<file path="src/hdl/lcdc_pkg.sv">
`timescale 1ns / 1ps
// ----------------------------------------------------------------------------
// lcdc_pkg: shared types and constants for the LCD cursor command generator
// Request modes, instruction codes, line bases and controller/datapath
// command and status words.
// ----------------------------------------------------------------------------
package lcdc_pkg;

    // Display geometry constants
    localparam int MAX_COLUMNS            = 40;
    localparam int ROWS_RESET             = 4;
    localparam int FIRST_CONTROLLER_CELLS = 80;
    localparam int FOLD_CELLS             = 160;

    // Divider: one quotient bit per cycle over an 8-bit cell index
    localparam int DIV_STEPS = 8;
    localparam int DIV_CNT_W = $clog2(DIV_STEPS + 1);

    // Line start addresses inside a controller
    localparam logic [6:0] LINE_A_BASE = 7'h00;
    localparam logic [6:0] LINE_B_BASE = 7'h40;

    // Instruction codes
    localparam logic [7:0] INSTR_CLEAR       = 8'h01;
    localparam logic [7:0] INSTR_HOME        = 8'h02;
    localparam logic [7:0] INSTR_SHIFT_LEFT  = 8'h18;
    localparam logic [7:0] INSTR_SHIFT_RIGHT = 8'h1C;
    localparam logic [7:0] INSTR_DISP_OFF    = 8'h08;
    localparam logic [7:0] INSTR_DISP_ON     = 8'h0C;
    localparam logic       INSTR_SET_ADDR    = 1'b1;

    // Register indexes on the config port
    localparam logic REG_COLUMNS = 1'b0;
    localparam logic REG_ROWS    = 1'b1;

    // Output word selector
    localparam logic WORD_FIRST  = 1'b0;
    localparam logic WORD_SECOND = 1'b1;

    typedef enum logic [2:0] {
        MODE_CHAR        = 3'd0,
        MODE_SET_POS     = 3'd1,
        MODE_CLEAR       = 3'd2,
        MODE_HOME        = 3'd3,
        MODE_SHIFT_LEFT  = 3'd4,
        MODE_SHIFT_RIGHT = 3'd5,
        MODE_DISP_OFF    = 3'd6,
        MODE_DISP_ON     = 3'd7
    } mode_t;

    typedef enum logic [2:0] {
        ST_IDLE,
        ST_DIV_START,
        ST_DIV_WAIT,
        ST_PUT0,
        ST_WAIT0,
        ST_PUT1,
        ST_WAIT1
    } ctrl_state_t;

    // Controller to datapath
    typedef struct packed {
        logic load;
        logic div_start;
        logic put;
        logic word_sel;
    } dp_cmd_t;

    // Datapath to controller
    typedef struct packed {
        logic need_div;
        logic div_busy;
        logic out_taken;
        logic two_words;
    } dp_status_t;

    // Fixed instruction code of a single-instruction mode
    function automatic logic [7:0] instr_code(input mode_t m);
        logic [7:0] code;
        case (m)
            MODE_CLEAR:       code = INSTR_CLEAR;
            MODE_HOME:        code = INSTR_HOME;
            MODE_SHIFT_LEFT:  code = INSTR_SHIFT_LEFT;
            MODE_SHIFT_RIGHT: code = INSTR_SHIFT_RIGHT;
            MODE_DISP_OFF:    code = INSTR_DISP_OFF;
            default:          code = INSTR_DISP_ON;
        endcase
        return code;
    endfunction

endpackage

</file>
<file path="src/hdl/lcdc_div.sv">
`timescale 1ns / 1ps
// ----------------------------------------------------------------------------
// lcdc_div: iterative cell / columns divider
// Restoring division, one quotient bit per cycle; gives line and column.
// ----------------------------------------------------------------------------
module lcdc_div
(
    input  logic       clk,
    input  logic       rst_n,
    input  logic       start,
    input  logic [7:0] dividend,
    input  logic [5:0] divisor,
    output logic       busy,
    output logic [7:0] quotient,
    output logic [5:0] remainder
);

    logic                           busy_reg, busy_next;
    logic [lcdc_pkg::DIV_CNT_W-1:0] cnt_reg, cnt_next;
    logic [7:0]                     quo_reg, quo_next;
    logic [5:0]                     rem_reg, rem_next;
    logic [6:0]                     trial;
    logic [6:0]                     diff;
    logic                           fits;

    // One restoring step
    assign trial = {rem_reg, quo_reg[7]};
    assign diff  = trial - {1'b0, divisor};
    assign fits  = trial >= {1'b0, divisor};

    always_comb
    begin
        busy_next = busy_reg;
        cnt_next  = cnt_reg;
        quo_next  = quo_reg;
        rem_next  = rem_reg;
        if (start)
        begin
            busy_next = 1'b1;
            cnt_next  = lcdc_pkg::DIV_CNT_W'(lcdc_pkg::DIV_STEPS);
            quo_next  = dividend;
            rem_next  = '0;
        end
        else if (busy_reg)
        begin
            quo_next  = {quo_reg[6:0], fits};
            rem_next  = fits ? diff[5:0] : trial[5:0];
            cnt_next  = cnt_reg - lcdc_pkg::DIV_CNT_W'(1);
            busy_next = (cnt_reg != lcdc_pkg::DIV_CNT_W'(1));
        end
    end

    // Control state
    always_ff @(posedge clk or negedge rst_n)
    begin
        if (!rst_n)
        begin
            busy_reg <= 1'b0;
            cnt_reg  <= '0;
        end
        else
        begin
            busy_reg <= busy_next;
            cnt_reg  <= cnt_next;
        end
    end

    // Working registers
    always_ff @(posedge clk)
    begin
        quo_reg <= quo_next;
        rem_reg <= rem_next;
    end

    assign busy      = busy_reg;
    assign quotient  = quo_reg;
    assign remainder = rem_reg;

endmodule

</file>
<file path="src/hdl/lcdc_dp.sv">
`timescale 1ns / 1ps
// ----------------------------------------------------------------------------
// lcdc_dp: cursor datapath
// Holds the cursor, the latched request and the output word register, and
// maps the cursor cell to a controller line address.
// ----------------------------------------------------------------------------
module lcdc_dp
(
    input  logic                 clk,
    input  logic                 rst_n,
    input  lcdc_pkg::dp_cmd_t    cmd,
    output lcdc_pkg::dp_status_t status,
    input  logic [5:0]           columns,
    input  logic [2:0]           rows,
    input  logic                 cfg_clear,
    input  logic [2:0]           mode,
    input  logic [7:0]           char_code,
    input  logic [7:0]           target_cell,
    output logic                 out_valid,
    input  logic                 out_ready,
    output logic                 is_data,
    output logic [7:0]           byte_value,
    output logic                 select_first,
    output logic                 select_second,
    output logic [7:0]           cursor_cell,
    output logic                 last
);

    lcdc_pkg::mode_t mode_in;
    lcdc_pkg::mode_t mode_reg;
    logic [7:0]      char_reg;
    logic            first_reg;
    logic [7:0]      cursor_reg, cursor_next;
    logic            out_valid_reg, out_valid_next;
    logic            is_data_reg, is_data_next;
    logic [7:0]      byte_reg, byte_next;
    logic            sel_first_reg, sel_first_next;
    logic            sel_second_reg, sel_second_next;
    logic            last_reg, last_next;

    logic [5:0]      eff_cols;
    logic [8:0]      cell_count;
    logic [8:0]      adv9;
    logic [7:0]      adv;
    logic            div_busy;
    logic [7:0]      line_y;
    logic [5:0]      col_x;
    logic [7:0]      y_adj;
    logic [6:0]      addr7;
    logic [7:0]      set_addr;
    logic            line_start;

    assign mode_in = lcdc_pkg::mode_t'(mode);

    // Geometry
    assign eff_cols   = (columns == 6'd0) ? 6'd1 : columns;
    assign cell_count = {3'b000, columns} * {6'b000000, rows};

    // Cursor advance with wrap
    assign adv9 = {1'b0, cursor_reg} + 9'd1;
    assign adv  = (adv9 >= cell_count || adv9[8]) ? 8'd0 : adv9[7:0];

    // Cursor register
    always_comb
    begin
        cursor_next = cursor_reg;
        if (cfg_clear)
        begin
            cursor_next = '0;
        end
        else if (cmd.load)
        begin
            case (mode_in)
                lcdc_pkg::MODE_CHAR:    cursor_next = adv;
                lcdc_pkg::MODE_SET_POS: cursor_next = target_cell;
                lcdc_pkg::MODE_CLEAR:   cursor_next = '0;
                lcdc_pkg::MODE_HOME:    cursor_next = '0;
                default:                cursor_next = cursor_reg;
            endcase
        end
    end

    always_ff @(posedge clk or negedge rst_n)
    begin
        if (!rst_n)
        begin
            cursor_reg <= '0;
        end
        else
        begin
            cursor_reg <= cursor_next;
        end
    end

    // Request latch
    always_ff @(posedge clk)
    begin
        if (cmd.load)
        begin
            mode_reg  <= mode_in;
            char_reg  <= char_code;
            first_reg <= (cursor_reg < 8'(lcdc_pkg::FIRST_CONTROLLER_CELLS));
        end
    end

    // Line / column of the new cursor
    lcdc_div u_div
    (
        .clk       (clk),
        .rst_n     (rst_n),
        .start     (cmd.div_start),
        .dividend  (cursor_reg),
        .divisor   (eff_cols),
        .busy      (div_busy),
        .quotient  (line_y),
        .remainder (col_x)
    );

    // Line address; the folded display reuses lines 0 and 1
    always_comb
    begin
        y_adj = line_y;
        if (cell_count == 9'(lcdc_pkg::FOLD_CELLS) && line_y > 8'd1)
        begin
            y_adj = line_y - 8'd2;
        end
        case (y_adj)
            8'd0:    addr7 = lcdc_pkg::LINE_A_BASE + {1'b0, col_x};
            8'd1:    addr7 = lcdc_pkg::LINE_B_BASE + {1'b0, col_x};
            8'd2:    addr7 = lcdc_pkg::LINE_A_BASE + {1'b0, eff_cols} + {1'b0, col_x};
            default: addr7 = lcdc_pkg::LINE_B_BASE + {1'b0, eff_cols} + {1'b0, col_x};
        endcase
    end

    assign set_addr   = {lcdc_pkg::INSTR_SET_ADDR, addr7};
    assign line_start = (col_x == 6'd0);

    // Output word select
    always_comb
    begin
        out_valid_next  = out_valid_reg;
        is_data_next    = is_data_reg;
        byte_next       = byte_reg;
        sel_first_next  = sel_first_reg;
        sel_second_next = sel_second_reg;
        last_next       = last_reg;
        if (out_valid_reg && out_ready)
        begin
            out_valid_next = 1'b0;
        end
        if (cmd.put)
        begin
            out_valid_next  = 1'b1;
            is_data_next    = 1'b0;
            sel_first_next  = 1'b1;
            sel_second_next = 1'b1;
            last_next       = 1'b1;
            byte_next       = set_addr;
            if (cmd.word_sel == lcdc_pkg::WORD_FIRST)
            begin
                case (mode_reg)
                    lcdc_pkg::MODE_CHAR:
                    begin
                        is_data_next    = 1'b1;
                        byte_next       = char_reg;
                        sel_first_next  = first_reg;
                        sel_second_next = ~first_reg;
                        last_next       = ~line_start;
                    end
                    lcdc_pkg::MODE_SET_POS:
                    begin
                        byte_next = set_addr;
                    end
                    default:
                    begin
                        byte_next = lcdc_pkg::instr_code(mode_reg);
                    end
                endcase
            end
        end
    end

    always_ff @(posedge clk or negedge rst_n)
    begin
        if (!rst_n)
        begin
            out_valid_reg <= 1'b0;
        end
        else
        begin
            out_valid_reg <= out_valid_next;
        end
    end

    always_ff @(posedge clk)
    begin
        is_data_reg    <= is_data_next;
        byte_reg       <= byte_next;
        sel_first_reg  <= sel_first_next;
        sel_second_reg <= sel_second_next;
        last_reg       <= last_next;
    end

    // Status to controller
    assign status.need_div  = (mode_in == lcdc_pkg::MODE_CHAR) ||
                              (mode_in == lcdc_pkg::MODE_SET_POS);
    assign status.div_busy  = div_busy;
    assign status.out_taken = out_valid_reg && out_ready;
    assign status.two_words = (mode_reg == lcdc_pkg::MODE_CHAR) && line_start;

    assign out_valid     = out_valid_reg;
    assign is_data       = is_data_reg;
    assign byte_value    = byte_reg;
    assign select_first  = sel_first_reg;
    assign select_second = sel_second_reg;
    assign cursor_cell   = cursor_reg;
    assign last          = last_reg;

endmodule

</file>
<file path="src/hdl/lcdc_ctrl.sv">
`timescale 1ns / 1ps
// ----------------------------------------------------------------------------
// lcdc_ctrl: request sequencer
// Accepts a request, runs the divider when an address is needed and
// issues one or two output words.
// ----------------------------------------------------------------------------
module lcdc_ctrl
(
    input  logic                 clk,
    input  logic                 rst_n,
    input  logic                 in_valid,
    output logic                 in_ready,
    input  lcdc_pkg::dp_status_t status,
    output lcdc_pkg::dp_cmd_t    cmd
);

    lcdc_pkg::ctrl_state_t state_reg, state_next;

    always_ff @(posedge clk or negedge rst_n)
    begin
        if (!rst_n)
        begin
            state_reg <= lcdc_pkg::ST_IDLE;
        end
        else
        begin
            state_reg <= state_next;
        end
    end

    // Next state and commands
    always_comb
    begin
        state_next    = state_reg;
        cmd.load      = 1'b0;
        cmd.div_start = 1'b0;
        cmd.put       = 1'b0;
        cmd.word_sel  = lcdc_pkg::WORD_FIRST;
        in_ready      = 1'b0;
        case (state_reg)
            lcdc_pkg::ST_IDLE:
            begin
                in_ready = 1'b1;
                if (in_valid)
                begin
                    cmd.load   = 1'b1;
                    state_next = status.need_div ? lcdc_pkg::ST_DIV_START
                                                 : lcdc_pkg::ST_PUT0;
                end
            end
            lcdc_pkg::ST_DIV_START:
            begin
                cmd.div_start = 1'b1;
                state_next    = lcdc_pkg::ST_DIV_WAIT;
            end
            lcdc_pkg::ST_DIV_WAIT:
            begin
                if (!status.div_busy)
                begin
                    state_next = lcdc_pkg::ST_PUT0;
                end
            end
            lcdc_pkg::ST_PUT0:
            begin
                cmd.put    = 1'b1;
                state_next = lcdc_pkg::ST_WAIT0;
            end
            lcdc_pkg::ST_WAIT0:
            begin
                if (status.out_taken)
                begin
                    state_next = status.two_words ? lcdc_pkg::ST_PUT1
                                                  : lcdc_pkg::ST_IDLE;
                end
            end
            lcdc_pkg::ST_PUT1:
            begin
                cmd.put      = 1'b1;
                cmd.word_sel = lcdc_pkg::WORD_SECOND;
                state_next   = lcdc_pkg::ST_WAIT1;
            end
            lcdc_pkg::ST_WAIT1:
            begin
                if (status.out_taken)
                begin
                    state_next = lcdc_pkg::ST_IDLE;
                end
            end
            default:
            begin
                state_next = lcdc_pkg::ST_IDLE;
            end
        endcase
    end

endmodule

</file>
<file path="src/hdl/char_lcd_cursor_command_gen.sv">
`timescale 1ns / 1ps
// ----------------------------------------------------------------------------
// char_lcd_cursor_command_gen: character LCD cursor tracker
// Turns character and control requests into byte transfers for one or two
// display controllers, with a register port for the display geometry.
// ----------------------------------------------------------------------------
// One request is handled at a time, and the next is taken only after its last
// word has left. A display control request (clear, home, shifts, display
// on/off) gives a single instruction word. Character and set-position requests
// first run the cell index through an 8-step divider to find line and column
// before their first word. A character that lands the cursor on a line start
// adds a set-address word. Writing columns or rows homes the cursor.
module char_lcd_cursor_command_gen
(
    input  logic        clk,
    input  logic        rst_n,
    // Config port
    input  logic        psel,
    input  logic        penable,
    input  logic        pwrite,
    input  logic [2:0]  paddr,
    input  logic [31:0] pwdata,
    output logic [31:0] prdata,
    output logic        pready,
    // Request channel
    input  logic        in_valid,
    output logic        in_ready,
    input  logic [2:0]  mode,
    input  logic [7:0]  char_code,
    input  logic [7:0]  target_cell,
    // Transfer channel
    output logic        out_valid,
    input  logic        out_ready,
    output logic        is_data,
    output logic [7:0]  byte_value,
    output logic        select_first,
    output logic        select_second,
    output logic [7:0]  cursor_cell,
    output logic        last
);

    logic                 cfg_wr;
    logic [5:0]           columns_reg;
    logic [2:0]           rows_reg;
    lcdc_pkg::dp_cmd_t    cmd;
    lcdc_pkg::dp_status_t status;

    // Register write strobe
    assign pready = 1'b1;
    assign cfg_wr = psel && penable && pwrite && pready;

    always_ff @(posedge clk or negedge rst_n)
    begin
        if (!rst_n)
        begin
            columns_reg <= 6'(lcdc_pkg::MAX_COLUMNS);
            rows_reg    <= 3'(lcdc_pkg::ROWS_RESET);
        end
        else if (cfg_wr)
        begin
            if (paddr[2] == lcdc_pkg::REG_COLUMNS)
            begin
                columns_reg <= pwdata[5:0];
            end
            else
            begin
                rows_reg <= pwdata[2:0];
            end
        end
    end

    // Readback
    assign prdata = (paddr[2] == lcdc_pkg::REG_ROWS) ? {29'd0, rows_reg}
                                                      : {26'd0, columns_reg};

    lcdc_ctrl u_ctrl
    (
        .clk      (clk),
        .rst_n    (rst_n),
        .in_valid (in_valid),
        .in_ready (in_ready),
        .status   (status),
        .cmd      (cmd)
    );

    lcdc_dp u_dp
    (
        .clk           (clk),
        .rst_n         (rst_n),
        .cmd           (cmd),
        .status        (status),
        .columns       (columns_reg),
        .rows          (rows_reg),
        .cfg_clear     (cfg_wr),
        .mode          (mode),
        .char_code     (char_code),
        .target_cell   (target_cell),
        .out_valid     (out_valid),
        .out_ready     (out_ready),
        .is_data       (is_data),
        .byte_value    (byte_value),
        .select_first  (select_first),
        .select_second (select_second),
        .cursor_cell   (cursor_cell),
        .last          (last)
    );

    // No word is pending while a new request can be taken
    assert property (@(posedge clk) disable iff (!rst_n)
        in_ready |-> !out_valid)
        else $error("word pending while idle");

    // Instructions go to both controllers
    assert property (@(posedge clk) disable iff (!rst_n)
        (out_valid && !is_data) |-> (select_first && select_second))
        else $error("instruction not sent to both controllers");

    // Data goes to exactly one controller
    assert property (@(posedge clk) disable iff (!rst_n)
        (out_valid && is_data) |-> (select_first != select_second))
        else $error("data strobe select wrong");

    // Clear and home put the cursor at cell zero
    assert property (@(posedge clk) disable iff (!rst_n)
        (in_valid && in_ready &&
         (mode == lcdc_pkg::MODE_CLEAR || mode == lcdc_pkg::MODE_HOME))
        |=> (cursor_cell == 8'd0))
        else $error("cursor not homed");

endmodule
</file>
<file path="config.mk">
export PLATFORM = sky130hd
export DESIGN_NAME = char_lcd_cursor_command_gen
export DESIGN_NICKNAME = d
export VERILOG_FILES = /design/src/hdl/lcdc_pkg.sv /design/src/hdl/lcdc_div.sv /design/src/hdl/lcdc_dp.sv /design/src/hdl/lcdc_ctrl.sv /design/src/hdl/char_lcd_cursor_command_gen.sv
export SDC_FILE = /design/constraint.sdc
export NUM_CORES = 1
export LEC_CHECK = 0
export BUFFER_PORTS_ARGS = -buffer_cell sky130_fd_sc_hd__buf_2
export CAP_MARGIN = 10
export CORE_MARGIN = 2
export CORE_UTILIZATION = 26
export CTS_BUF_LIST = sky130_fd_sc_hd__clkbuf_16
export DETAILED_ROUTE_END_ITERATION = 8
export HOLD_SLACK_MARGIN = 0.02
export PLACE_DENSITY = 0.46
export SYNTH_ARGS = -nofsm -noshare
export SYNTH_HDL_FRONTEND = slang
export SYNTH_SLANG_ARGS = --single-unit
</file>
<file path="constraint.sdc">
create_clock -name clk -period 6.8 [get_ports clk]
set_input_delay 0.68 -clock clk [delete_from_list [all_inputs] [get_ports clk]]
set_output_delay 0.68 -clock clk [all_outputs]
set_load 0.005 [all_outputs]
</file>
## Word-level counts from Yosys, hierarchy flattened

Index checks and enable logic that the tools add are counted.

| storage, ports and cells | value |
|---|---|
| register bits | 64 |
| output and inout bits | 55 |

| operators by class | value |
|---|---|
| multiplexer cells | 34 |
| add/subtract/negate cells | 8 |
| multipliers | 1 |
| equal/unequal tests | 23 |
| bitwise operators | 4 |
| magnitude comparators | 4 |
| reductions and logical operators | 24 |

Operators with widths:

| kind | number |
|---|---|
| $mux W8 | 6 |
| $pmux W5 S5 | 1 |
| $pmux W8 S3 | 1 |
| $pmux W3 S7 | 1 |
| $pmux W7 S3 | 1 |
| $eq A3 B2 Y1 const B | 6 |
| $eq A3 B3 Y1 const B | 6 |
| $mux W6 | 3 |
| $pmux W8 S2 | 1 |
| $mux W3 | 5 |
| $add A7 B6 Y7 const A | 2 |
| $logic_not A6 Y1 | 2 |
| $mux W1 | 11 |
| $add A8 B1 Y9 const B | 1 |
| $eq A3 B1 Y1 const B | 3 |
| $eq A9 B8 Y1 const B | 1 |
| $ge A9 B9 Y1 | 1 |
| $logic_not A3 Y1 | 3 |
| $mul A6 B3 Y9 | 1 |
| $eq A8 B1 Y1 const B | 1 |
| $eq A8 B2 Y1 const B | 1 |
| $gt A8 B1 Y1 const B | 1 |
| $logic_not A8 Y1 | 1 |
| $lt A8 B7 Y1 const B | 1 |
| other kinds (19) | 37 |

## Logic depth before layout (Yosys ltp)

Gate-level depths: netlist of the first run.

| logic depth | value |
|---|---|
| depth in word-level cells | 8 |
| mapped depth | 13 |

## By module

A second synthesis of the first run with hierarchy kept.

| unflattened totals | value |
|---|---|
| cell total of the unflattened synthesis | 488 |
| area total of the unflattened synthesis | 4855.9 um^2 |

By module, submodules not included:

| module | instances | seq. area each (um^2) | cells an instance | area each (um^2) |
|---|---|---|---|---|
| lcdc_dp | 1 | 945.9 | 289 | 2780.2 |
| lcdc_div | 1 | 485.5 | 116 | 1172.4 |
| char_lcd_cursor_command_gen | 1 | 229.0 | 57 | 670.6 |
| lcdc_ctrl | 1 | 75.1 | 26 | 232.7 |

## Worst setup path after synthesis of the first run

Ideal clock, no wire load.

| timing | value |
|---|---|
| path type | register to register |
| start | register rows_reg[2] |
| end | register u_dp.byte_reg[1] (netlist: u_dp.byte_value[1]) (data pin) |
| stages on the path, launching flop included | 13 |
| slack | 3.066 ns |
| setup time | 0.176 ns |
| clock period less this slack | 3.734 ns |
| arrival time | 3.558 ns |
| cells stage by stage | dfstp_2 > and2_1 > fa_1 > ha_1 > fa_1 > a211oi_2 > o21bai_1 > a221oi_4 > and3_4 > a2111oi_4 > o211ai_4 > mux2_4 > o32ai_1 |

| between the ends | value |
|---|---|
| longest elaborated chain between the ends | 8 |
| elaborated cells between the ends (all ways) | 10 |
| those cells by class | mul (1); eq/ne (3); mux (4); reduce/logical (2) |

RTL lines:

| what | RTL line | text |
|---|---|---|
| start: declaration | char_lcd_cursor_command_gen.sv:44 | `logic [2:0] rows_reg;` |
| start signal: assignment | char_lcd_cursor_command_gen.sv:57 | `rows_reg <= 3'(lcdc_pkg::ROWS_RESET);` |
| start signal: assignment | char_lcd_cursor_command_gen.sv:67 | `rows_reg <= pwdata[2:0];` |
| $mul A6 B3 Y9 (*) | lcdc_dp.sv:57 | `assign cell_count = {3'b000, columns} * {6'b000000, rows};` |
| $eq A9 B8 Y1 (*) | lcdc_dp.sv:123 | `if (cell_count == 9'(lcdc_pkg::FOLD_CELLS) && line_y > 8'd1)` |
| $logic_and A1 B1 Y1 (*) | lcdc_dp.sv:123 |  |
| $mux W8 (*) | lcdc_dp.sv:123 |  |
| $eq A8 B2 Y1 (tied with other cells) | lcdc_dp.sv:127 | `case (y_adj)` |
| $pmux W7 S3 (*) | lcdc_dp.sv:127 |  |
| $pmux W8 S2 | lcdc_dp.sv:161 | `case (mode_reg)` |
| $mux W7 (*) | lcdc_dp.sv:159 | `if (cmd.word_sel == lcdc_pkg::WORD_FIRST)` |
| end signal: assignment | lcdc_dp.sv:198 | `byte_reg <= byte_next;` |
| end: declaration | lcdc_dp.sv:36 | `logic [7:0] byte_reg, byte_next;` |

Mark *: on every way between the ends. The rest lies on a longest branch, timed or not.
A chain may end at the register's enable or synchronous reset.

## Worst setup path after layout of the first run

| timing | value |
|---|---|
| start | register columns_reg[1] |
| end | register u_dp.byte_reg[0] (netlist: u_dp.byte_value[0]) (data pin) |

| between the ends | value |
|---|---|
| longest elaborated chain between the ends | 8 |
| elaborated cells between the ends (all ways) | 15 |
| those cells by class | add/sub (3); mul (1); eq/ne (3); mux (5); reduce/logical (3) |

RTL lines:

| what | RTL line | text |
|---|---|---|
| start: declaration | char_lcd_cursor_command_gen.sv:43 | `logic [5:0] columns_reg;` |
| start signal: assignment | char_lcd_cursor_command_gen.sv:56 | `columns_reg <= 6'(lcdc_pkg::MAX_COLUMNS);` |
| start signal: assignment | char_lcd_cursor_command_gen.sv:63 | `columns_reg <= pwdata[5:0];` |
| $mul A6 B3 Y9 | lcdc_dp.sv:57 |  |
| $eq A9 B8 Y1 | lcdc_dp.sv:123 |  |
| $logic_and A1 B1 Y1 | lcdc_dp.sv:123 |  |
| $mux W8 | lcdc_dp.sv:123 |  |
| $eq A8 B2 Y1 (tied with other cells) | lcdc_dp.sv:127 |  |
| $pmux W7 S3 (*) | lcdc_dp.sv:127 |  |
| $pmux W8 S2 | lcdc_dp.sv:161 |  |
| $mux W7 (*) | lcdc_dp.sv:159 |  |

Marked as above.

==> results of run 1 <==
## critical path, delay by kind of cell, from the launching register on
family                   cells  cell delay (ns)
AND/OR/NAND/NOR              2             0.51
adder cells (fa/ha/maj)      3             1.11
multiplexers                 1             0.29
flip-flops                   1             0.48
AO/OA/AOI/OAI                6             1.41
## stage by stage
stage               hold slack (ns)  cells  area [um^2]  power (mW)
floorplan                     0.384    512         4750        1.47
global placement              0.512    756         5070        1.71
detailed placement            0.526    756         5070        1.73
CTS                           0.382    772         5410        2.27
global route                  0.402    772         5410        2.45
finish                        0.355    772         5410        2.24
## layout make-up
| cell class | instances | area share |
|---|---|---|
| Multi-Input combinational cell | 373 | 0.486 |
| Tap cell | 225 | 0.0521 |
| Clock inverter | 7 | 0.0204 |
| Inverter | 34 | 0.0236 |
| Timing Repair Buffer | 60 | 0.0555 |
| Clock buffer | 9 | 0.0416 |
| Sequential cell | 64 | 0.321 |
## final timing paths
check	slack, ns	start	endpoint
min in group clk	0.52	char_code[7]	u_dp.char_reg[7]$_DFFE_PP_
max reg2reg	2.74	columns_reg[1]$_DFFE_PN0P_	u_dp.byte_value[0]$_DFFE_PP_
min reg2reg	0.54	u_dp.u_div.cnt_reg[3]$_DFFE_PN0P_	u_dp.u_div.cnt_reg[3]$_DFFE_PN0P_
min	0.35	rst_n	u_dp.out_valid$_DFFE_PN0P_
max	2.74	columns_reg[1]$_DFFE_PN0P_	u_dp.byte_value[0]$_DFFE_PP_
max in group asynchronous	6.01	rst_n	columns_reg[2]$_DFFE_PN0P_
## power groups by stage
stage / registers [mW] / clock network, mW / logic (mW)
floorplan: 0.663 / 0 / 0.805
global placement: 0.745 / 0 / 0.963
detailed placement: 0.747 / 0 / 0.984
CTS: 0.741 / 0.536 / 0.994
global route: 0.767 / 0.555 / 1.13
finish: 0.741 / 0.526 / 0.978
## synthesized netlist by cell type, types with 3 or more instances
cell type  count  share of area
o21ai_0       22          0.024
clkbuf_1      13          0.010
nand2_1       55          0.044
dfxtp_1        6          0.026
nand4_1        3         0.0040
nor3_1         8         0.0086
mux2_2        10          0.024
dfstp_2        3          0.017
or2_2          5         0.0067
o22ai_1        5         0.0067
nor2b_1       11          0.015
fa_1           7          0.030
dfrtp_1       23           0.12
o21ai_1        4         0.0043
nor2_1        40          0.032
mux2i_1       10          0.022
buf_4         27          0.044
inv_1         34          0.027
nand3_1        5         0.0054
and2_1        10          0.013
xor2_1         5         0.0094
a21o_1         8          0.013
o32ai_1        3         0.0056
nand2b_1       5         0.0067
and3_1         7         0.0094
a21oi_1       15          0.016
a22oi_1        8          0.013
a211oi_1       5         0.0081
o21a_1         8          0.013
edfxtp_1      32           0.21
nor4_1         4         0.0054
ha_1          33          0.089
or4_1          4         0.0065
xnor2_1        8          0.015
nor3b_1        3         0.0048
## cell families (layout without fill, tap and decap cells)
family	after synthesis	count (layout)	share of synthesized area
simple gates	173	173	0.187
compound gates	99	99	0.164
buf+inv	75	110	0.0823
flops	64	64	0.373
fa+ha+maj	40	40	0.119
mux	21	21	0.0490
xor+xnor	13	13	0.0245
other cells	2	27	0.00161
## placed cells by master (no fill, tap or decap), drive strengths merged, types with 4 or more instances in the layout
cell	synthesis	final
nor2	41	41
a21o	8	8
mux2	11	11
nand2	55	55
a21oi	15	15
nor2b	11	11
a211oi	7	7
edfxtp	32	32
or2	6	6
xor2	5	5
o22ai	5	5
xnor2	8	8
ha	33	33
o21ai	26	26
and3	8	8
dfrtp	23	23
clkbuf	13	9
o21a	8	8
mux2i	10	10
a22oi	8	8
dfxtp	6	6
nand3	6	6
nor4	4	4
nand2b	5	5
inv	34	36
conb	2	27
buf	28	60
nor3	8	8
or4	4	4
and2	11	11
fa	7	7
## metal layers
layer,global-route usage,up-vias
li1,-,1781
met1,0.164,1683
met2,0.205,71
met3,0.0386,8
met4,0.0323,0
met5,0,-
==> qor.yml, run 1 <==
grt_first_pass_wirelength_um: 18300
final_layout_size_suffix_gt1_frac: 0.194
cell_breakdown_of_the_critical_path: "and2_1 > fa_1 > ha_1 > fa_1 > a211oi_2 > o21bai_1 > a221oi_4 > and3_4 > a2111oi_4 > o211ai_4 > mux2i_1 > o21ai_1"
clock_insertion_delay_worst_skew_ns: 0.34
finalClockSkew_ns: 0.00530
cts_made_buffers: 9
maximum_buffer_depth_of_the_clock_tree: 2
vdd_drop_max_uv: 180
worst_path_most_repeated_cell: "fa_1"
number_of_iterations_in_the_first_detailed_routing_pass: 4
number_of_cells_upsized_or_downsized_after_cts: 0
setup_viol_count_final: 0
switching_share: 0.391
remaining_antenna_violation_count_after_routing: 0
boundaryPins: 116
synthesis_warning_total: 0
met2_wirelength_um: 5460
postSynthCellCount: 487
route.met3.wl_um: 597
netlist_area_um2: 4650
gr-total-overflow: 0
grt_start_max_net_pins: 27
vias: 3543
final_critical_path_setup_slack_ns: 2.74
synth.ff_latch_count: 64
maxSlewHeadroom: 0.573
synth_ff_type: "edfxtp_1"
ctsHoldBuffers: 0
ff_latch_area_um2: 1740
ys_seq_area_frac: 0.373
floorplan.initialDensity: 0.267
clk_pin_slew_worst_paths_ns: 0.05
pwr-share-clk: 0.234
finalSetupTns_ns: 0
postSynth.asyncResetShare: 0.406
critical_path_class: "reg -> reg"
timing_max_transition_violations_final: 0
post_cts.repair.setup_buffers: 0
synth.distinct_cells: 67
via_count_of_the_first_global_routing_pass: 3598
critical_path.max_fanout: 7
endpoints_failing_hold: 0
post-route-min-period_ns: 4.06
utilization: 0.310
timing.critical_path.arrival_ns: 4.13
worstRegToRegCells: 12
design.final.nets: 643
powerDensity_nw_per_um2: 415
tritoncts: "done"
drt-wirelength-per-cell_um: 14.7
die-height_um: 138
post_synth.cell_area_avg_um2: 9.55
hold_class: "in -> async"
syn2layout_area_growth_pct: 16.2
max_clock_freq_mhz: 246
switching_power_mw: 0.878
die_area_um2: 19000
rsz0062_at_grt: "false"
setup.worst_path.start_class: "flop"
status: "finished clean"
synth-edff-count: 32
max_slew.worst_pin.slew_ns: 0.640
final.period_utilization: 0.598
cp_data_required_time_ns: 6.87
uppermost_metal_layer_occupied_by_signal_nets: "met4"
drt-initial-drc-count: 224
width_of_the_die_um: 138
drc: 0
multi_input_area_um2: 2630
clk_root_buffer_cell: "clkbuf_16"
antenna_found_initial: 0
io_buffer_count: 60
row_count: 48
power.internal_mw: 1.37
maxCapViolations: 0
power_frac_seq: 0.330
power_leakage_nw: 2.47
globalRouteTotalUtil: 0.126
worst_path_max_delay_cell: "dfrtp_1"
dpl_worst_slack_ns: 2.76
n_fill_cell: 1849
antenna_cells_inserted: 0
met1Wirelength_um: 5210
detail_route.vias_per_cell: 4.59
clock-sinks: 64
total_half_perimeter_wirelength_after_legalization_and_detailed_placement_um: 8830
place_congestion: 0.837
worst_setup_path_end_kind: "flop"
critical-path-max-stage-delay_ns: 0.48
htree_levels: 3
drt-total-wl_um: 11400
power.share.combinational: 0.436
core_region_area_um2: 17400
Power figures use the tool's default switching activity.
==> inputs of run 2 (changes only) <==
Clock period 6.8 ns to 4.13 ns, I/O delays scaled along.
==> run 2 against run 1 <==
Wire length barely moved; final area down 0.23%; hold slack got worse by 0.25 ns; sequential power rose by 63%; clock-buffer cell count unchanged; cell count is 0.78% higher; die area stayed put; worst setup slack got worse by 2.5 ns; clock skew about the same; critical path depth did not move; clock power rose by 27%; combinational power grew 68%.
==> qor.yml, run 2 (same netlist as run 1, synthesis figures left out) <==
switching_power_mw: 1.44
total_half_perimeter_wirelength_after_legalization_and_detailed_placement_um: 8860
final_common_cell: "buf_2"
row_count: 48
startpoint_of_the_worst_setup_timing_path: "rows_reg[2]$_DFFE_PN1P_"
hold_class: "in -> async"
cp_data_required_time_ns: 4.28
clock-sinks: 64
reg2reg_setup_slack_ns: 0.22
vias: 3576
critical_register_to_register_path_startpoint: "rows_reg[2]$_DFFE_PN1P_"
ctsHoldBuffers: 0
setup.worst_path.start_class: "flop"
gr-total-overflow: 0
maxSlewHeadroom: 0.530
timing_max_transition_violations_final: 0
critical_path_class: "reg -> reg"
setup_viol_count_final: 0
maximum_buffer_depth_of_the_clock_tree: 2
status: "finished clean"
cts_made_buffers: 9
detail_route.vias_per_cell: 4.60
drt-total-wl_um: 11400
finalClockSkew_ns: 0.00550
number_of_cells_upsized_or_downsized_after_cts: 0
rsz0062_at_grt: "false"
power_leakage_nw: 2.48
design.final.nets: 649
powerDensity_nw_per_um2: 652
final.period_utilization: 0.948
grt_start_max_net_pins: 27
post-route-min-period_ns: 3.91
max_clock_freq_mhz: 255
clk_pin_slew_worst_paths_ns: 0.05
io_buffer_count: 60
grt_first_pass_wirelength_um: 18300
width_of_the_die_um: 138
tritoncts: "done"
clock_insertion_delay_worst_skew_ns: 0.34
power.share.combinational: 0.467
critical_path.max_fanout: 7
boundaryPins: 116
switching_share: 0.408
worstRegToRegCells: 12
finalSetupTns_ns: 0
clk_root_buffer_cell: "clkbuf_16"
max_slew.worst_pin.slew_ns: 0.698
syn2layout_area_growth_pct: 16.0
endpoints_failing_hold: 0
r2r-end: "u_dp.byte_value[1]$_DFFE_PP_"
power.internal_mw: 2.08
floorplan.initialDensity: 0.267
die-height_um: 138
remaining_antenna_violation_count_after_routing: 0
drt-initial-drc-count: 198
antenna_found_initial: 0
placed_cells_incl_taps: 762
post_cts.repair.setup_buffers: 0
via_count_of_the_first_global_routing_pass: 3577
worst_setup_path_end_kind: "flop"
final_cell_count_no_fill: 778
htree_levels: 3
timing.critical_path.arrival_ns: 4.07
core_region_area_um2: 17400
die_area_um2: 19000
final_layout_size_suffix_gt1_frac: 0.210
vdd_drop_max_uv: 325
power_frac_seq: 0.343
drt-wirelength-per-cell_um: 14.6
layout_common_cells: "60 x buf_2, 55 x nand2_1, 40 x nor2_1"
drc: 0
place_congestion: 0.843
pwr-share-clk: 0.190
globalRouteTotalUtil: 0.127
maxCapViolations: 0
antenna_cells_inserted: 0
number_of_iterations_in_the_first_detailed_routing_pass: 5
==> run 2: cell count changes in the layout (fill, tap and decap cells not counted), sizes merged <==
cell      change
buf           +6
bufinv        -3
clkinv        +2
clkinvlp      +1
==> run 2: worst max path at each step <==
stage	endpoint	cells after the start
after floorplan	u_dp.byte_value[1]$_DFFE_PP_	12
after global placement	u_dp.byte_value[0]$_DFFE_PP_	12
after detailed placement	u_dp.byte_value[6]$_DFFE_PP_	12
after CTS	u_dp.byte_value[6]$_DFFE_PP_	12
after global routing	u_dp.byte_value[1]$_DFFE_PP_	13
final	u_dp.byte_value[1]$_DFFE_PP_	12
==> run 2: final cells by class <==
cell class                 instances  area, um^2
sequential                        64        1740
timing repair buffer              66         345
inverter                          34         128
clock inverter                     7        32.5
fill                            1857       12000
clock buffer                       9         225
tap                              225         282
multi-input combinational        373        2650
==> run 2: power groups by stage <==
| stage | combinational (mW) | clock (mW) | sequential [mW] |
|---|---|---|---|
| final | 1.64 | 0.669 | 1.21 |
| after global routing | 1.88 | 0.727 | 1.25 |
| after CTS | 1.65 | 0.699 | 1.21 |
| after detailed placement | 1.64 | 0 | 1.22 |
| after global placement | 1.62 | 0 | 1.21 |
| after floorplan | 1.33 | 0 | 1.09 |
==> run 2: per-stage QoR <==
stage	hold WS, ns	total power [mW]	cell area, um^2	setup WS [ns]	utilization
6_report	0.101	3.52	5400	0.216	0.310
4_1_cts	0.105	3.56	5380	0.0873	0.309
3_5_place_dp	0.472	2.85	5120	0.137	0.294
3_3_place_gp	0.460	2.83	5120	0.137	0.294
5_1_grt	0.135	3.86	5400	0.0252	0.310
2_1_floorplan	0.117	2.42	4750	0.396	-
==> run 2: per-layer routing <==
| layer | vias to the layer above | track usage | routed length, um |
|---|---|---|---|
| met5 | - | 0 | 0 |
| met3 | 6 | 0.0368 | 515 |
| li1 | 1790 | - | - |
| met1 | 1707 | 0.165 | 5240 |
| met2 | 73 | 0.203 | 5510 |
| met4 | 0 | 0.0402 | 123 |
==> run 2: critical path: stages, from the launching register on <==
cell and delay, ns:
dfstp_2 0.54, and2_1 0.16, fa_1 0.40, ha_1 0.25
fa_2 0.39, a211oi_4 0.31, o21bai_2 0.14, a221oi_4 0.39
and3_4 0.28, a2111oi_4 0.08, o211ai_4 0.34, mux2_4 0.33
o32ai_1 0.13
==> inputs of run 3 (changes only) <==
Settings changed: CTS_BUF_LIST sky130_fd_sc_hd__clkbuf_16 to default, PLACE_DENSITY 0.46 to 0.45.
==> run 3 against run 2 <==
Fmax up 1.1%; global-route usage down 0.18 points; largest power group unchanged; cell count up 0.26%; largest cell class unchanged; critical endpoint unchanged.
==> qor.yml, run 3 (same netlist as run 1, synthesis figures left out) <==
maximum_buffer_depth_of_the_clock_tree: 2
drt-initial-drc-count: 191
setup.worst_path.start_class: "flop"
ff_latch_area_um2: 1740
syn2layout_area_growth_pct: 16.8
max_clock_freq_mhz: 258
p_total_mw: 3.57
grt_first_pass_wirelength_um: 17900
worstRegToRegCells: 12
worst_setup_path_end_kind: "flop"
clock-sinks: 64
final.period_utilization: 0.938
gr-total-overflow: 0
max_slew.worst_pin.slew_ns: 0.704
die-height_um: 138
drt-total-wl_um: 11200
cts_made_buffers: 9
critical_register_to_register_path_startpoint: "rows_reg[2]$_DFFE_PN1P_"
io_buffer_count: 60
clk_pin_slew_worst_paths_ns: 0.06
reg2reg_setup_slack_ns: 0.26
vdd_drop_max_uv: 264
place_congestion: 0.847
critical_path.max_fanout: 7
final_common_cell: "buf_2"
rsz0062_at_grt: "false"
utilization: 0.312
drc: 0
maxSlewHeadroom: 0.526
timing_max_transition_violations_final: 0
clock_insertion_delay_worst_skew_ns: 0.34
design.final.nets: 651
detail_route.vias_per_cell: 4.59
endpoints_failing_hold: 0
tritoncts: "done"
total_half_perimeter_wirelength_after_legalization_and_detailed_placement_um: 8730
number_of_iterations_in_the_first_detailed_routing_pass: 4
n_fill_cell: 1853
htree_levels: 3
floorplan.initialDensity: 0.267
via_count_of_the_first_global_routing_pass: 3501
post-route-min-period_ns: 3.87
die_area_um2: 19000
maxCapViolations: 0
width_of_the_die_um: 138
finalSetupTns_ns: 0
r2r-end: "u_dp.byte_value[1]$_DFFE_PP_"
finalClockSkew_ns: 0.00433
antenna_found_initial: 0
final_layout_size_suffix_gt1_frac: 0.218
cp_data_required_time_ns: 4.29
remaining_antenna_violation_count_after_routing: 0
grt_start_max_net_pins: 27
timing.critical_path.arrival_ns: 4.03
status: "finished clean"
antenna_cells_inserted: 0
setup_viol_count_final: 0
boundaryPins: 116
vias: 3579
core_region_area_um2: 17400
layout_common_cells: "60 x buf_2, 55 x nand2_1, 40 x nor2_1"
clk_root_buffer_cell: "clkbuf_16"
power_leakage_nw: 2.48
globalRouteTotalUtil: 0.125
row_count: 48
powerDensity_nw_per_um2: 656
critical_path_class: "reg -> reg"
multi_input_area_um2: 2650
hold_class: "in -> async"
drt-wirelength-per-cell_um: 14.4
## run 3: cell count changes in the layout (fill, tap and decap cells not counted), sizes merged
| cell | before | now |
|---|---|---|
| inv | 36 | 34 |
| clkbuf | 9 | 11 |
| clkinv | 4 | 3 |
| clkinvlp | 1 | 2 |
| buf | 66 | 68 |
## run 3: cell type report
type / count / share of cell area
repair buffers: 68 / 0.0663
flip-flops and latches: 64 / 0.320
clock buffers: 11 / 0.0447
clock inverters: 5 / 0.00599
multi-input cells: 373 / 0.488
inverters: 34 / 0.0235
well taps: 225 / 0.0518
## run 3: how the worst max path moves through the flow
stage,from,end,slack [ns],cells past startpoint
floorplan,rows_reg[2]$_DFFE_PN1P_,u_dp.byte_value[1]$_DFFE_PP_,0.40,12
global placement,rows_reg[2]$_DFFE_PN1P_,u_dp.byte_value[0]$_DFFE_PP_,0.15,12
detailed placement,rows_reg[1]$_DFFE_PN0P_,u_dp.byte_value[0]$_DFFE_PP_,0.15,12
CTS,rows_reg[2]$_DFFE_PN1P_,u_dp.byte_value[6]$_DFFE_PP_,0.10,12
global route,rows_reg[2]$_DFFE_PN1P_,u_dp.byte_value[5]$_DFFE_PP_,0.07,12
finish,rows_reg[2]$_DFFE_PN1P_,u_dp.byte_value[1]$_DFFE_PP_,0.26,12
## run 3: through the flow
| stage | setup slack, ns | hold WS [ns] | area (um^2) | std cells |
|---|---|---|---|---|
| after floorplan | 0.396 | 0.117 | 4750 | 512 |
| after global placement | 0.150 | 0.458 | 5120 | 763 |
| after detailed placement | 0.150 | 0.477 | 5120 | 763 |
| after CTS | 0.104 | 0.105 | 5400 | 779 |
| after global routing | 0.0686 | 0.128 | 5440 | 780 |
| final | 0.257 | 0.0842 | 5440 | 780 |
## run 3: repair_timing
item / CTS / global route
resized for setup: 0 / 7
hold buffers: 0 / 0
endpoints found under the setup margin: 0 / 7
buffers inserted: 0 / 1
## run 3: report_power, final
group	switching, mW	total, mW	internal [mW]
clock network	0.284	0.704	0.420
registers	0.271	1.20	0.926
logic	0.892	1.67	0.773
total	1.45	3.57	2.12
## run 3: worst max-delay path, stage by stage (launching register included)
cell	delay [ns]
dfstp_2	0.54
and2_1	0.16
fa_1	0.40
ha_1	0.25
fa_2	0.39
a211oi_4	0.30
o21bai_2	0.14
a221oi_4	0.36
and3_4	0.27
a2111oi_4	0.08
o211ai_4	0.35
mux2_4	0.33
o32ai_1	0.12
## run 3: routing by layer
| layer | routed length, um | track usage | vias to the layer above |
|---|---|---|---|
| li1 | - | - | 1796 |
| met1 | 5020 | 0.163 | 1677 |
| met2 | 5260 | 0.196 | 98 |
| met3 | 801 | 0.0430 | 8 |
| met4 | 108 | 0.0351 | 0 |
| met5 | 0 | 0 | - |
